File: src/design/yuv420_block_to_rgb_defines.svh
// ----------------------------------------------------------------------------
// yuv420_block_to_rgb_defines.svh
// Assertion macros shared by the converter modules.
// ----------------------------------------------------------------------------
`ifndef YUV420_BLOCK_TO_RGB_DEFINES_SVH
`define YUV420_BLOCK_TO_RGB_DEFINES_SVH

`ifndef SYNTHESIS
// Checked on every edge while out of reset.
`define YB2R_ASSERT(lbl, prop, msg) \
  lbl: assert property (@(posedge clk) disable iff (!rst_n) prop) else $error(msg);
// Checked on every edge, reset included.
`define YB2R_ASSERT_ALWAYS(lbl, prop, msg) \
  lbl: assert property (@(posedge clk) prop) else $error(msg);
`else
`define YB2R_ASSERT(lbl, prop, msg)
`define YB2R_ASSERT_ALWAYS(lbl, prop, msg)
`endif

`endif

File: src/design/yb2r_pkg.sv
// ----------------------------------------------------------------------------
// yb2r_pkg
// Types, register codes and constants of the 4:2:0 to RGB converter.
// ----------------------------------------------------------------------------
package yb2r_pkg;

  localparam int COEF_W = 12;
  localparam int DIFF_W = 9;               // sample minus offset, signed
  localparam int PROD_W = COEF_W + DIFF_W; // coefficient times difference
  localparam int SUM_W  = PROD_W + 2;      // three products summed

  localparam logic [DIFF_W-1:0] LUMA_OFFSET   = 9'd16;
  localparam logic [DIFF_W-1:0] CHROMA_OFFSET = 9'd128;
  localparam logic [7:0]        ALPHA_OPAQUE  = 8'd255;
  localparam logic [7:0]        PIX_MAX       = 8'd255;

  typedef enum logic [1:0] {
    LAYOUT_RGB  = 2'd0,
    LAYOUT_BGR  = 2'd1,
    LAYOUT_RGBA = 2'd2,
    LAYOUT_BGRA = 2'd3
  } layout_t;

  typedef enum logic [2:0] {
    REG_LUMA_GAIN   = 3'd0,
    REG_CB_TO_RED   = 3'd1,
    REG_CR_TO_RED   = 3'd2,
    REG_CB_TO_GREEN = 3'd3,
    REG_CR_TO_GREEN = 3'd4,
    REG_CB_TO_BLUE  = 3'd5,
    REG_CR_TO_BLUE  = 3'd6,
    REG_OUT_LAYOUT  = 3'd7
  } cfg_idx_t;

  localparam logic signed [COEF_W-1:0] RST_LUMA_GAIN   = 12'sd298;
  localparam logic signed [COEF_W-1:0] RST_CB_TO_RED   = 12'sd0;
  localparam logic signed [COEF_W-1:0] RST_CR_TO_RED   = 12'sd409;
  localparam logic signed [COEF_W-1:0] RST_CB_TO_GREEN = -12'sd100;
  localparam logic signed [COEF_W-1:0] RST_CR_TO_GREEN = -12'sd208;
  localparam logic signed [COEF_W-1:0] RST_CB_TO_BLUE  = 12'sd516;
  localparam logic signed [COEF_W-1:0] RST_CR_TO_BLUE  = 12'sd0;

  typedef struct packed {
    logic signed [COEF_W-1:0] luma_gain;
    logic signed [COEF_W-1:0] cb_to_red;
    logic signed [COEF_W-1:0] cr_to_red;
    logic signed [COEF_W-1:0] cb_to_green;
    logic signed [COEF_W-1:0] cr_to_green;
    logic signed [COEF_W-1:0] cb_to_blue;
    logic signed [COEF_W-1:0] cr_to_blue;
    layout_t                  layout;
  } cfg_t;

  // One pixel request from the block splitter to the pixel pipeline.
  typedef struct packed {
    logic [7:0] luma;
    logic [7:0] cb;
    logic [7:0] cr;
    logic       row;
    logic       col;
    logic       block_done;
    logic       frame_done;
  } pix_req_t;

endpackage

File: src/design/yb2r_cfg.sv
// ----------------------------------------------------------------------------
// yb2r_cfg
// Coefficient and layout registers behind the configuration write port.
// ----------------------------------------------------------------------------
module yb2r_cfg
  import yb2r_pkg::*;
(
  input  logic              clk,
  input  logic              rst_n,
  input  logic              cfg_valid,
  output logic              cfg_ready,
  input  logic [2:0]        cfg_index,
  input  logic [COEF_W-1:0] cfg_data,
  output cfg_t              cfg
);

  cfg_t cfg_r, cfg_nxt;

  assign cfg_ready = 1'b1;
  assign cfg       = cfg_r;

  always_comb begin
    cfg_nxt = cfg_r;
    if (cfg_valid) begin
      unique case (cfg_idx_t'(cfg_index))
        REG_LUMA_GAIN:   cfg_nxt.luma_gain   = cfg_data;
        REG_CB_TO_RED:   cfg_nxt.cb_to_red   = cfg_data;
        REG_CR_TO_RED:   cfg_nxt.cr_to_red   = cfg_data;
        REG_CB_TO_GREEN: cfg_nxt.cb_to_green = cfg_data;
        REG_CR_TO_GREEN: cfg_nxt.cr_to_green = cfg_data;
        REG_CB_TO_BLUE:  cfg_nxt.cb_to_blue  = cfg_data;
        REG_CR_TO_BLUE:  cfg_nxt.cr_to_blue  = cfg_data;
        REG_OUT_LAYOUT:  cfg_nxt.layout      = layout_t'(cfg_data[1:0]);
        default:         cfg_nxt = cfg_r;
      endcase
    end
  end

  always_ff @(posedge clk) begin
    if (!rst_n) begin
      cfg_r.luma_gain   <= RST_LUMA_GAIN;
      cfg_r.cb_to_red   <= RST_CB_TO_RED;
      cfg_r.cr_to_red   <= RST_CR_TO_RED;
      cfg_r.cb_to_green <= RST_CB_TO_GREEN;
      cfg_r.cr_to_green <= RST_CR_TO_GREEN;
      cfg_r.cb_to_blue  <= RST_CB_TO_BLUE;
      cfg_r.cr_to_blue  <= RST_CR_TO_BLUE;
      cfg_r.layout      <= LAYOUT_RGB;
    end else begin
      cfg_r <= cfg_nxt;
    end
  end

endmodule

File: src/design/yb2r_split.sv
// ----------------------------------------------------------------------------
// yb2r_split
// Holds one 2x2 block and hands its four pixels to the pipeline in raster order.
// ----------------------------------------------------------------------------
`include "yuv420_block_to_rgb_defines.svh"

module yb2r_split
  import yb2r_pkg::*;
(
  input  logic       clk,
  input  logic       rst_n,
  input  logic       in_valid,
  output logic       in_stall,
  input  logic [7:0] in_chroma_blue,
  input  logic [7:0] in_chroma_red,
  input  logic [7:0] in_luma_top_left,
  input  logic [7:0] in_luma_top_right,
  input  logic [7:0] in_luma_bottom_left,
  input  logic [7:0] in_luma_bottom_right,
  input  logic       in_final_block,
  output logic       req_valid,
  input  logic       req_ready,
  output pix_req_t   req
);

  logic       blk_valid_r, blk_valid_nxt;
  logic [1:0] k_r, k_nxt;
  logic [7:0] cb_r, cr_r;
  logic [7:0] luma_r [4];
  logic       fin_r;
  logic       fire, last, accept;

  assign fire     = blk_valid_r && req_ready;
  assign last     = (k_r == 2'd3);
  // a new block may land in the same cycle the last pixel leaves
  assign in_stall = blk_valid_r && !(fire && last);
  assign accept   = in_valid && !in_stall;

  assign req_valid      = blk_valid_r;
  assign req.luma       = luma_r[k_r];
  assign req.cb         = cb_r;
  assign req.cr         = cr_r;
  assign req.row        = k_r[1];
  assign req.col        = k_r[0];
  assign req.block_done = last;
  assign req.frame_done = last && fin_r;

  always_comb begin
    blk_valid_nxt = blk_valid_r;
    k_nxt         = k_r;
    if (accept) begin
      blk_valid_nxt = 1'b1;
      k_nxt         = 2'd0;
    end else if (fire) begin
      blk_valid_nxt = !last;
      k_nxt         = k_r + 2'd1;
    end
  end

  always_ff @(posedge clk) begin
    if (!rst_n) begin
      blk_valid_r <= 1'b0;
      k_r         <= 2'd0;
    end else begin
      blk_valid_r <= blk_valid_nxt;
      k_r         <= k_nxt;
    end
  end

  always_ff @(posedge clk) begin
    if (accept) begin
      cb_r      <= in_chroma_blue;
      cr_r      <= in_chroma_red;
      luma_r[0] <= in_luma_top_left;
      luma_r[1] <= in_luma_top_right;
      luma_r[2] <= in_luma_bottom_left;
      luma_r[3] <= in_luma_bottom_right;
      fin_r     <= in_final_block;
    end
  end

  `YB2R_ASSERT(a_split_hold, blk_valid_r && !req_ready |=> blk_valid_r && $stable(k_r), "pixel index moved while stalled")
  `YB2R_ASSERT(a_split_start, in_valid && !in_stall |=> blk_valid_r && k_r == 2'd0, "new block did not start at top-left")
  `YB2R_ASSERT(a_split_frame, req_valid && req.frame_done |-> req.row && req.col, "frame end flagged before last pixel")

endmodule

File: src/design/yb2r_pipe.sv
// ----------------------------------------------------------------------------
// yb2r_pipe
// Per-pixel datapath: products, sums, then shift/clamp and byte ordering.
// ----------------------------------------------------------------------------
`include "yuv420_block_to_rgb_defines.svh"

module yb2r_pipe
  import yb2r_pkg::*;
(
  input  logic       clk,
  input  logic       rst_n,
  input  cfg_t       cfg,
  input  logic       req_valid,
  output logic       req_ready,
  input  pix_req_t   req,
  output logic       out_valid,
  input  logic       out_stall,
  output logic [7:0] out_byte_lane0,
  output logic [7:0] out_byte_lane1,
  output logic [7:0] out_byte_lane2,
  output logic [7:0] out_byte_lane3,
  output logic [2:0] out_lane_count,
  output logic       out_pixel_row,
  output logic       out_pixel_col,
  output logic       out_block_done,
  output logic       out_frame_done
);

  typedef struct packed {
    logic row;
    logic col;
    logic block_done;
    logic frame_done;
  } tag_t;

  function automatic logic signed [SUM_W-1:0] ext(input logic signed [PROD_W-1:0] x);
    return SUM_W'(x);
  endfunction

  // floor(v / 256) clamped to 0..255
  function automatic logic [7:0] clamp8(input logic signed [SUM_W-1:0] v);
    logic [7:0] res;
    if (v[SUM_W-1])
      res = 8'd0;
    else if (|v[SUM_W-2:16])
      res = PIX_MAX;
    else
      res = v[15:8];
    return res;
  endfunction

  // handshake chain
  logic s1_valid_r, s1_valid_nxt, s2_valid_r, s2_valid_nxt, out_valid_r, out_valid_nxt;
  logic s1_en, s2_en, out_en;

  // stage 1: products
  logic signed [DIFF_W-1:0] d_y, d_cb, d_cr;
  logic signed [PROD_W-1:0] py_r, pcb_r_r, pcr_r_r, pcb_g_r, pcr_g_r, pcb_b_r, pcr_b_r;
  tag_t                     s1_tag_r;

  // stage 2: sums
  logic signed [SUM_W-1:0] sum_r_r, sum_g_r, sum_b_r;
  tag_t                    s2_tag_r;

  // stage 3: formatted pixel
  logic [7:0] red, green, blue;
  logic       swap, four;
  logic [7:0] lane0_r, lane1_r, lane2_r, lane3_r;
  logic [2:0] count_r;
  tag_t       out_tag_r;

  assign out_en    = !out_valid_r || !out_stall;
  assign s2_en     = !s2_valid_r || out_en;
  assign s1_en     = !s1_valid_r || s2_en;
  assign req_ready = s1_en;

  always_comb begin
    s1_valid_nxt  = s1_en  ? req_valid  : s1_valid_r;
    s2_valid_nxt  = s2_en  ? s1_valid_r : s2_valid_r;
    out_valid_nxt = out_en ? s2_valid_r : out_valid_r;
  end

  always_ff @(posedge clk) begin
    if (!rst_n) begin
      s1_valid_r  <= 1'b0;
      s2_valid_r  <= 1'b0;
      out_valid_r <= 1'b0;
    end else begin
      s1_valid_r  <= s1_valid_nxt;
      s2_valid_r  <= s2_valid_nxt;
      out_valid_r <= out_valid_nxt;
    end
  end

  assign d_y  = $signed({1'b0, req.luma}) - $signed(LUMA_OFFSET);
  assign d_cb = $signed({1'b0, req.cb})   - $signed(CHROMA_OFFSET);
  assign d_cr = $signed({1'b0, req.cr})   - $signed(CHROMA_OFFSET);

  always_ff @(posedge clk) begin
    if (s1_en && req_valid) begin
      py_r     <= PROD_W'(cfg.luma_gain)   * PROD_W'(d_y);
      pcb_r_r  <= PROD_W'(cfg.cb_to_red)   * PROD_W'(d_cb);
      pcr_r_r  <= PROD_W'(cfg.cr_to_red)   * PROD_W'(d_cr);
      pcb_g_r  <= PROD_W'(cfg.cb_to_green) * PROD_W'(d_cb);
      pcr_g_r  <= PROD_W'(cfg.cr_to_green) * PROD_W'(d_cr);
      pcb_b_r  <= PROD_W'(cfg.cb_to_blue)  * PROD_W'(d_cb);
      pcr_b_r  <= PROD_W'(cfg.cr_to_blue)  * PROD_W'(d_cr);
      s1_tag_r <= '{row: req.row, col: req.col, block_done: req.block_done,
                    frame_done: req.frame_done};
    end
  end

  always_ff @(posedge clk) begin
    if (s2_en && s1_valid_r) begin
      sum_r_r  <= ext(py_r) + ext(pcb_r_r) + ext(pcr_r_r);
      sum_g_r  <= ext(py_r) + ext(pcb_g_r) + ext(pcr_g_r);
      sum_b_r  <= ext(py_r) + ext(pcb_b_r) + ext(pcr_b_r);
      s2_tag_r <= s1_tag_r;
    end
  end

  always_comb begin
    red   = clamp8(sum_r_r);
    green = clamp8(sum_g_r);
    blue  = clamp8(sum_b_r);
    unique case (cfg.layout)
      LAYOUT_RGB:  begin swap = 1'b0; four = 1'b0; end
      LAYOUT_BGR:  begin swap = 1'b1; four = 1'b0; end
      LAYOUT_RGBA: begin swap = 1'b0; four = 1'b1; end
      LAYOUT_BGRA: begin swap = 1'b1; four = 1'b1; end
      default:     begin swap = 1'b0; four = 1'b0; end
    endcase
  end

  always_ff @(posedge clk) begin
    if (out_en && s2_valid_r) begin
      lane0_r   <= swap ? blue : red;
      lane1_r   <= green;
      lane2_r   <= swap ? red : blue;
      lane3_r   <= four ? ALPHA_OPAQUE : 8'd0;
      count_r   <= four ? 3'd4 : 3'd3;
      out_tag_r <= s2_tag_r;
    end
  end

  assign out_valid      = out_valid_r;
  assign out_byte_lane0 = lane0_r;
  assign out_byte_lane1 = lane1_r;
  assign out_byte_lane2 = lane2_r;
  assign out_byte_lane3 = lane3_r;
  assign out_lane_count = count_r;
  assign out_pixel_row  = out_tag_r.row;
  assign out_pixel_col  = out_tag_r.col;
  assign out_block_done = out_tag_r.block_done;
  assign out_frame_done = out_tag_r.frame_done;

  `YB2R_ASSERT_ALWAYS(a_pipe_rst, !rst_n |=> !out_valid, "output valid right after reset")
  `YB2R_ASSERT(a_pipe_done, out_valid && out_block_done |-> out_pixel_row && out_pixel_col, "block end not on bottom-right pixel")
  `YB2R_ASSERT(a_pipe_frame, out_valid && out_frame_done |-> out_block_done, "frame end without block end")
  `YB2R_ASSERT(a_pipe_alpha, out_valid && out_lane_count == 3'd3 |-> out_byte_lane3 == 8'd0, "alpha lane set in three-byte layout")

endmodule

File: src/design/yuv420_block_to_rgb.sv
// ----------------------------------------------------------------------------
// yuv420_block_to_rgb
// 4:2:0 YCbCr 2x2 block to packed RGB/BGR/RGBA/BGRA pixel converter.
// ----------------------------------------------------------------------------
// Path: a taken block is held in the block holder, and each of its pixels
//   then passes the multiply, sum and output registers in turn.
// Throughput: one pixel per cycle while out_stall stays low; set by the single
//   pixel-wide output channel and the three-stage pixel pipeline behind it.
// Reset (rst_n low, synchronous): empties the block holder and the pipeline
//   and loads the default BT.601 coefficients with RGB layout.
// ----------------------------------------------------------------------------
module yuv420_block_to_rgb
  import yb2r_pkg::*;
(
  input  logic              clk,
  input  logic              rst_n,
  // block requests
  input  logic              in_valid,
  output logic              in_stall,
  input  logic [7:0]        in_chroma_blue,
  input  logic [7:0]        in_chroma_red,
  input  logic [7:0]        in_luma_top_left,
  input  logic [7:0]        in_luma_top_right,
  input  logic [7:0]        in_luma_bottom_left,
  input  logic [7:0]        in_luma_bottom_right,
  input  logic              in_final_block,
  // pixel requests
  output logic              out_valid,
  input  logic              out_stall,
  output logic [7:0]        out_byte_lane0,
  output logic [7:0]        out_byte_lane1,
  output logic [7:0]        out_byte_lane2,
  output logic [7:0]        out_byte_lane3,
  output logic [2:0]        out_lane_count,
  output logic              out_pixel_row,
  output logic              out_pixel_col,
  output logic              out_block_done,
  output logic              out_frame_done,
  // register writes, only while idle
  input  logic              cfg_valid,
  output logic              cfg_ready,
  input  logic [2:0]        cfg_index,
  input  logic [COEF_W-1:0] cfg_data
);

  cfg_t     cfg;
  pix_req_t req;
  logic     req_valid, req_ready;

  // Coefficients read live; user writes must land only while idle, unenforced.
  yb2r_cfg u_cfg (
    .clk       (clk),
    .rst_n     (rst_n),
    .cfg_valid (cfg_valid),
    .cfg_ready (cfg_ready),
    .cfg_index (cfg_index),
    .cfg_data  (cfg_data),
    .cfg       (cfg)
  );

  // Block holder: takes a new block while its last pixel moves on.
  yb2r_split u_split (
    .clk                  (clk),
    .rst_n                (rst_n),
    .in_valid             (in_valid),
    .in_stall             (in_stall),
    .in_chroma_blue       (in_chroma_blue),
    .in_chroma_red        (in_chroma_red),
    .in_luma_top_left     (in_luma_top_left),
    .in_luma_top_right    (in_luma_top_right),
    .in_luma_bottom_left  (in_luma_bottom_left),
    .in_luma_bottom_right (in_luma_bottom_right),
    .in_final_block       (in_final_block),
    .req_valid            (req_valid),
    .req_ready            (req_ready),
    .req                  (req)
  );

  // Stages: multiply -> sum -> clamp/format (output register).
  // Each stage advances when it is empty or the next one moves.
  yb2r_pipe u_pipe (
    .clk            (clk),
    .rst_n          (rst_n),
    .cfg            (cfg),
    .req_valid      (req_valid),
    .req_ready      (req_ready),
    .req            (req),
    .out_valid      (out_valid),
    .out_stall      (out_stall),
    .out_byte_lane0 (out_byte_lane0),
    .out_byte_lane1 (out_byte_lane1),
    .out_byte_lane2 (out_byte_lane2),
    .out_byte_lane3 (out_byte_lane3),
    .out_lane_count (out_lane_count),
    .out_pixel_row  (out_pixel_row),
    .out_pixel_col  (out_pixel_col),
    .out_block_done (out_block_done),
    .out_frame_done (out_frame_done)
  );

endmodule

File: config.mk
export PLATFORM = sky130hd
export DESIGN_NAME = yuv420_block_to_rgb
export DESIGN_NICKNAME = d
export VERILOG_FILES = /design/src/design/yb2r_pkg.sv /design/src/design/yb2r_cfg.sv /design/src/design/yb2r_split.sv /design/src/design/yb2r_pipe.sv /design/src/design/yuv420_block_to_rgb.sv
export VERILOG_INCLUDE_DIRS = /design/src /design/src/design
export SDC_FILE = /design/constraint.sdc
export NUM_CORES = 2
export LEC_CHECK = 0
export ABC_CLOCK_PERIOD_IN_PS = 8150
export BUFFER_PORTS_ARGS = -buffer_cell sky130_fd_sc_hd__buf_4
export CORE_ASPECT_RATIO = 1.5
export CORE_MARGIN = 2
export CORE_UTILIZATION = 48
export CTS_CLUSTER_SIZE = 12
export DETAILED_ROUTE_END_ITERATION = 12
export MAX_ROUTING_LAYER = met4
export PLACE_DENSITY_LB_ADDON = 0.1
export SLEW_MARGIN = 20
export SYNTH_ARGS = -nofsm -noshare
export SYNTH_HDL_FRONTEND = slang
export SYNTH_SLANG_ARGS = --single-unit
File: constraint.sdc
create_clock -name clk -period 8.15 [get_ports clk]
set_input_delay 0 -clock clk [delete_from_list [all_inputs] [get_ports clk]]
set_output_delay 0 -clock clk [all_outputs]
set_load 0.01 [all_outputs]
Word-level counts from Yosys, hierarchy flattened
Memories as Yosys holds them, arrays and structs flattened. A register that Yosys moved wholly into a read port is not among the register bits.
Index checks and enable logic that the tools add are counted.
{"block": "word_totals", "reg_bits": 372, "mem_bits_rw": 32, "inputBits": 69, "out_inout_bits": 42, "elab_cells": 126, "memories": 1}
{"block": "classes", "addsub": 10, "multipliers": 7, "n_eq_ne": 11, "muxes": 17, "bitwise": 1, "reduce_logical": 36}
{"memory": "u_split.luma_r", "depth": 4, "width": 8, "rd": 1, "rd_ports_with_merged_regs": 1, "write_ports": 4, "line": "yb2r_split.sv:29", "source": "logic [7:0] luma_r [4];"}
{"op": "12-bit by 9-bit multiplier with 21-bit output", "n": 7}
{"op": "22-bit by 21-bit adder with 23-bit output", "n": 3}
{"op": "21-bit by 21-bit adder with 22-bit output", "n": 3}
{"op": "8-bit 2-to-1 mux", "n": 8}
{"op": "6-bit OR reduction", "n": 3}
{"op": "8-bit by 8-bit subtractor with 9-bit output, second input constant", "n": 2}
{"op": "2-bit AND reduction", "n": 8}
{"op": "3-bit equality test, second input constant", "n": 4}
{"op": "2-bit OR reduction", "n": 5}
{"op": "8-bit by 5-bit subtractor with 9-bit output, second input constant", "n": 1}
{"op": "1-bit logical AND", "n": 7}
{"op": "1-bit zero test", "n": 7}
{"op": "2-bit equality test, second input constant", "n": 3}
{"op": "3-bit by 2-bit equality test with 1-bit output, second input constant", "n": 2}
{"op": "1-bit 2-to-1 mux", "n": 4}
{"op": "2-bit 2-to-1 mux", "n": 2}
{"op": "1-bit case mux with 2 select lines", "n": 2}
{"op": "3-bit by 1-bit equality test with 1-bit output, second input constant", "n": 1}
{"op": "3-bit zero test", "n": 1}
{"op": "1-bit logical OR", "n": 3}
{"op": "3-bit 2-to-1 mux", "n": 1}
{"op": "2-bit by 1-bit adder with 2-bit output, second input constant", "n": 1}
{"op": "2-bit by 1-bit equality test with 1-bit output, second input constant", "n": 1}
{"op": "2-bit zero test", "n": 1}
{"op": "2 further kinds", "n": 2}

Depth between registers and ports, before layout
{"block": "logic_depth", "ltp_word": 12, "mapped_depth": 25, "ltp_nobuf": 22}

Modules after synthesis
Synthesis repeated with hierarchy kept, for this count alone.
{"block": "unflattened", "cells_unflattened": 4098, "area_unflattened_um2": 43135.1}
{"module": "yb2r_pipe", "n_inst": 1, "cells_per_inst": 3704, "area_each_um2": 37958.9, "seq_area_each_um2": 6966.7}
{"module": "yb2r_cfg", "n_inst": 1, "cells_per_inst": 315, "area_each_um2": 3285.7, "seq_area_each_um2": 1721.7}
{"module": "yb2r_split", "n_inst": 1, "cells_per_inst": 79, "area_each_um2": 1890.6, "seq_area_each_um2": 1571.5}

Least setup slack after synthesis
OpenSTA, ideal clock, no wires.
{"block": "synth_timing", "path_type": "flip-flop to flip-flop", "from": "reg (tool-made name)", "to": "reg u_pipe.py_r[19] (data pin)", "setup_ns": 0.271, "arrival_ns": 5.934, "required_time_ns": 7.879, "slack_ns": 1.945, "path_stages_with_launch": 25, "path_buffers": 3, "synth_period_minus_slack_ns": 6.205, "cell_sequence": "dfxtp_1 > buf_2 > mux4_2 > clkbuf_1 > inv_1 > ha_1 > xnor2_1 > clkbuf_1 > nand2b_1 > fa_1 > fa_1 > fa_1 > inv_1 > fa_1 > inv_1 > fa_1 > inv_1 > ha_1 > a21oi_1 > o21ai_0 > a21oi_1 > o21bai_1 > a41oi_1 > a221oi_1 > xor2_1"}
{"element": "end signal: assignment", "line": "yb2r_pipe.sv:101", "source": "py_r <= PROD_W'(cfg.luma_gain) * PROD_W'(d_y);"}
{"element": "end: declaration", "line": "yb2r_pipe.sv:58", "source": "logic signed [PROD_W-1:0] py_r, pcb_r_r, pcr_r_r, pcb_g_r, pcr_g_r, pcb_b_r, pcr_b_r;"}

==> impl_results.md <==
- Status: finished clean
- Worst path max stage delay: 0.72 ns
- Number of non-filler instances in the completed layout: 5,414
- Vias in the first global route: 29,700
- Root Buffer: clkbuf_16
- RSZ-0062 raised after global routing: no
- Die Y: 370 um
- Commonest non-fill, non-tap cell in the layout: inv_1
- Cell variety after synth: 69
- Worst Path Max Fanout: 13
- Clock Latency Late Sink: 0.61 ns
- Hold path cells: 2
- Sw Ratio: 43.9%
- Ys Warns: 0
- IO buf count: 109
- Maximum clock rate: 0.149 GHz
- Crit path depth: 22
- Cell Rows: 134
- Crit path required time: 8.49 ns
- Drt drc: 0
- CTS Sinks: 373
- GR Util met1: 30.9%
- R2r setup slk: 1.44 ns
- Worst r2r path cells: 22
- Setup repair bufs after CTS: 0
- Post-DP HPWL: 83,700 um
- Worst Skew: 0.0326 ns
- Number of flops mapped to enable cells by yosys: 279
- Mean post-synth cell area: 10.3 sq um
- Fin crit share: 82.4%
- Core ar.: 0.0887 sq mm
- M3 GR Usage: 2.16%
- Clock network fraction of design power: 14.9%
- Startpoint Class: register
- Synthesis-stage register bit count: 373
- Grt ovf: 0
- Comb power frac: 60.6%
- Leakage power: 0.0213 uW
- Initial antenna violation count: 4
- CP cell instances: mux4_2 > inv_1 > ha_1 > nand2_1 > buf_4 > or2_2 > fa_1 > fa_1 > fa_1 > inv_1 > fa_1 > inv_1 > fa_1 > inv_1 > ha_1 > a21oi_1 > o21ai_0 > a21oi_1 > o21bai_1 > a41oi_1 > nor2b_1 > xnor2_1
- Starting Density: 48.3%
- Commonest non-fill, non-tap cells in the layout: 711 x inv_1, 703 x fa_1, 514 x nand2_1
- Critical path's top delay family: adder cells
- Final Hold Viols: 0
- Final critical-path setup slack: 1.44 ns
- Net Count, Synth: 5,287
- Die area: 0.0917 sq mm
- I/O pin cnt: 111
- P per Cell Area: 288 mW/mm^2
- Sequential share of the synthesized area: 23.9%
- Critical path destination: u_pipe.py_r[17]
- Prevailing post-synth register cell: edfxtp_1
- Die width: 248 um
- CTS Buffer Depth: 3
- Netlist Area Pre-Place: 0.0428 sq mm
- Num CTS Buffers: 43
- Placer Congestion: 0.910
- Worst R2R End: u_pipe.py_r[17]
- Via-per-instance ratio: 5.18
- Critical path arrival: 7.06 ns
- Slew HR: 24.9%
- Measured slew at the worst slew-check pin: 1.13 ns
- Sequential group share of total power: 24.5%
- CTS resizes: 0
- Final setup vio count: 0
- Total track usage: 25.1%
- CP endpoint kind: register
- Starting DRC count in detailed routing: 1,466
- Drt total wl: 106,000 um
- Total number of vias: 28,000
- Setup Crit Path Kind: register to register
- Final setup TNS: 0 ns
- Met2 GRT Util: 44.7%
- CP max stage cell: mux4_2
- Layout cells sized above 1: 7.59%
- CTS clk-pin slew, worst paths: 0.07 ns
- Worst hold slack: 0.102 ns
- Final min period: 6.71 ns
- First-pass GRT wire length: 169,000 um
- Filler cells: 8,036
- CTS Hold Buffers Added: 78
- Crit path buf inv count: 5
- Async set or reset register ratio after synthesis: 0%
- Max-Cap Viols: 0
- Place WS: 1.40 ns
- Nets: 5,360
- Final Max Slew Viols: 0
- TritonRoute pass-1 iters: 7
- Crit path top cell by count: fa_1
- Post-DRT Antenna Nets: 0
- CTS tree: done
- Dpl cells: 5,254
- H-tree depth: 2
- Worst VDD drop: 0.000445 V
- Avg WL per Cell: 19.7 um
- Hold crit path type: primary input to register
- Synth-to-Final Area Change: 9.38%
- GRT busiest layer: met2
- Synthesized instance count: 4,148
- Largest net degree at the start of global routing: 81
- NetSw: 5930 uW
- Internal cell power: 7580 uW
[per-stage QoR]
stage / instance area (sq um) / total power [uW] / utilization (%)
2_1_floorplan: 42800 / 9150 / -
3_3_place_gp: 44600 / 11500 / 50.3
3_5_place_dp: 44600 / 11500 / 50.3
4_1_cts: 46900 / 13700 / 52.8
5_1_grt: 46900 / 14800 / 52.8
6_report: 46900 / 13500 / 52.8
[registers in the layout (all words and copies together) (netlist names), 4 cells and up, named ones only]
name,count
u_pipe.pcr_r_r,21
u_pipe.out_byte_lane0,8
u_pipe.pcb_g_r,21
u_split.cb_r,8
u_pipe.s1_tag_r,4
u_pipe.out_byte_lane2,8
u_split.cr_r,8
u_pipe.out_byte_lane1,8
u_pipe.sum_r_r,15
u_pipe.py_r,21
u_pipe.pcb_b_r,21
u_cfg.cfg,86
u_split.luma_r,32
u_pipe.sum_g_r,15
u_pipe.pcr_g_r,21
u_pipe.pcb_r_r,21
u_pipe.s2_tag_r,4
u_pipe.pcr_b_r,21
u_pipe.sum_b_r,15
[layer usage]
metal	wire [um]	vias to the layer above
li1	-	13000
met1	42900	14400
met2	57000	474
met4	2760	0
met5	0	-
met3	3830	108
[cell families (layout without fill, tap and decap cells)]
logic type | Yosys count | after routing | synth area share, %
XOR/XNOR | 187 | 187 | 3.82
AO/OA/AOI/OAI | 351 | 351 | 5.62
AND/OR/NAND/NOR | 1232 | 1232 | 14.1
multiplexers | 29 | 29 | 0.958
flip-flops | 373 | 373 | 23.9
buffers and inverters | 905 | 1013 | 8.02
adder cells (fa/ha/maj) | 1070 | 1070 | 43.6
other | 1 | 3 | 0.00875
[how the worst min path moves through the flow]
stage,start,end,slack (ns)
after floorplan,in_chroma_blue[0],u_split.cb_r[0],0.1
after global placement,in_chroma_red[5],u_split.cr_r[5],0.18
after detailed placement,in_luma_top_right[0],u_split.luma_r[1][0],0.18
after CTS,in_chroma_red[6],u_split.cr_r[6],0.05
after global routing,in_chroma_red[6],u_split.cr_r[6],0.08
final,in_chroma_red[6],u_split.cr_r[6],0.10
[cell usage after synthesis, types with 9 or more instances]
master / n / area [sq um]
ha_1: 367 / 4590
nor3_1: 27 / 135
a21boi_0: 67 / 503
xnor2_1: 138 / 1210
nand2b_1: 78 / 488
mux2_2: 16 / 180
nand2_1: 514 / 1930
a31oi_1: 9 / 56.3
edfxtp_1: 279 / 8380
inv_1: 712 / 2670
o21ai_0: 33 / 165
or2_2: 64 / 400
o21a_1: 13 / 97.6
a21oi_1: 98 / 490
a211oi_1: 11 / 82.6
buf_4: 10 / 75.1
and3_1: 11 / 68.8
fa_1: 703 / 14100
xor2_1: 49 / 429
o21bai_1: 20 / 150
nor2_1: 138 / 518
clkbuf_1: 162 / 608
a21o_1: 47 / 353
buf_1: 20 / 75.1
dfxtp_1: 94 / 1880
nand3_1: 42 / 210
nor2b_1: 78 / 488
and2_1: 253 / 1580
[area by class of cell]
cell class	instances	area [sq um]	area share [%]
clock buffer	61	1190	2.55
clock inverter	19	254	0.542
inverter	712	2680	5.71
multi-input combinational	2870	29200	62.2
antenna	2	5.00	0.0107
sequential	373	10300	21.9
timing repair buffer	221	1850	3.96
tap	1156	1450	3.09
[power groups by stage]
stage	combinational [uW]	clock, uW	sequential, uW
finish	8190	2020	3310
global placement	8130	0	3350
floorplan	6040	0	3100
CTS	8280	2070	3320
detailed placement	8190	0	3350
global route	9310	2130	3340
[worst register-to-register path: cells and delay by family (launching register included)]
family / cells / cell delay (ns)
simple gates: 3 / 0.58
compound gates: 5 / 0.98
mux: 1 / 0.72
fa+ha+maj: 7 / 2.95
flops: 1 / 0.65
xor+xnor: 1 / 0.08
buf+inv: 5 / 0.51
(Power assumes the default switching activity.)
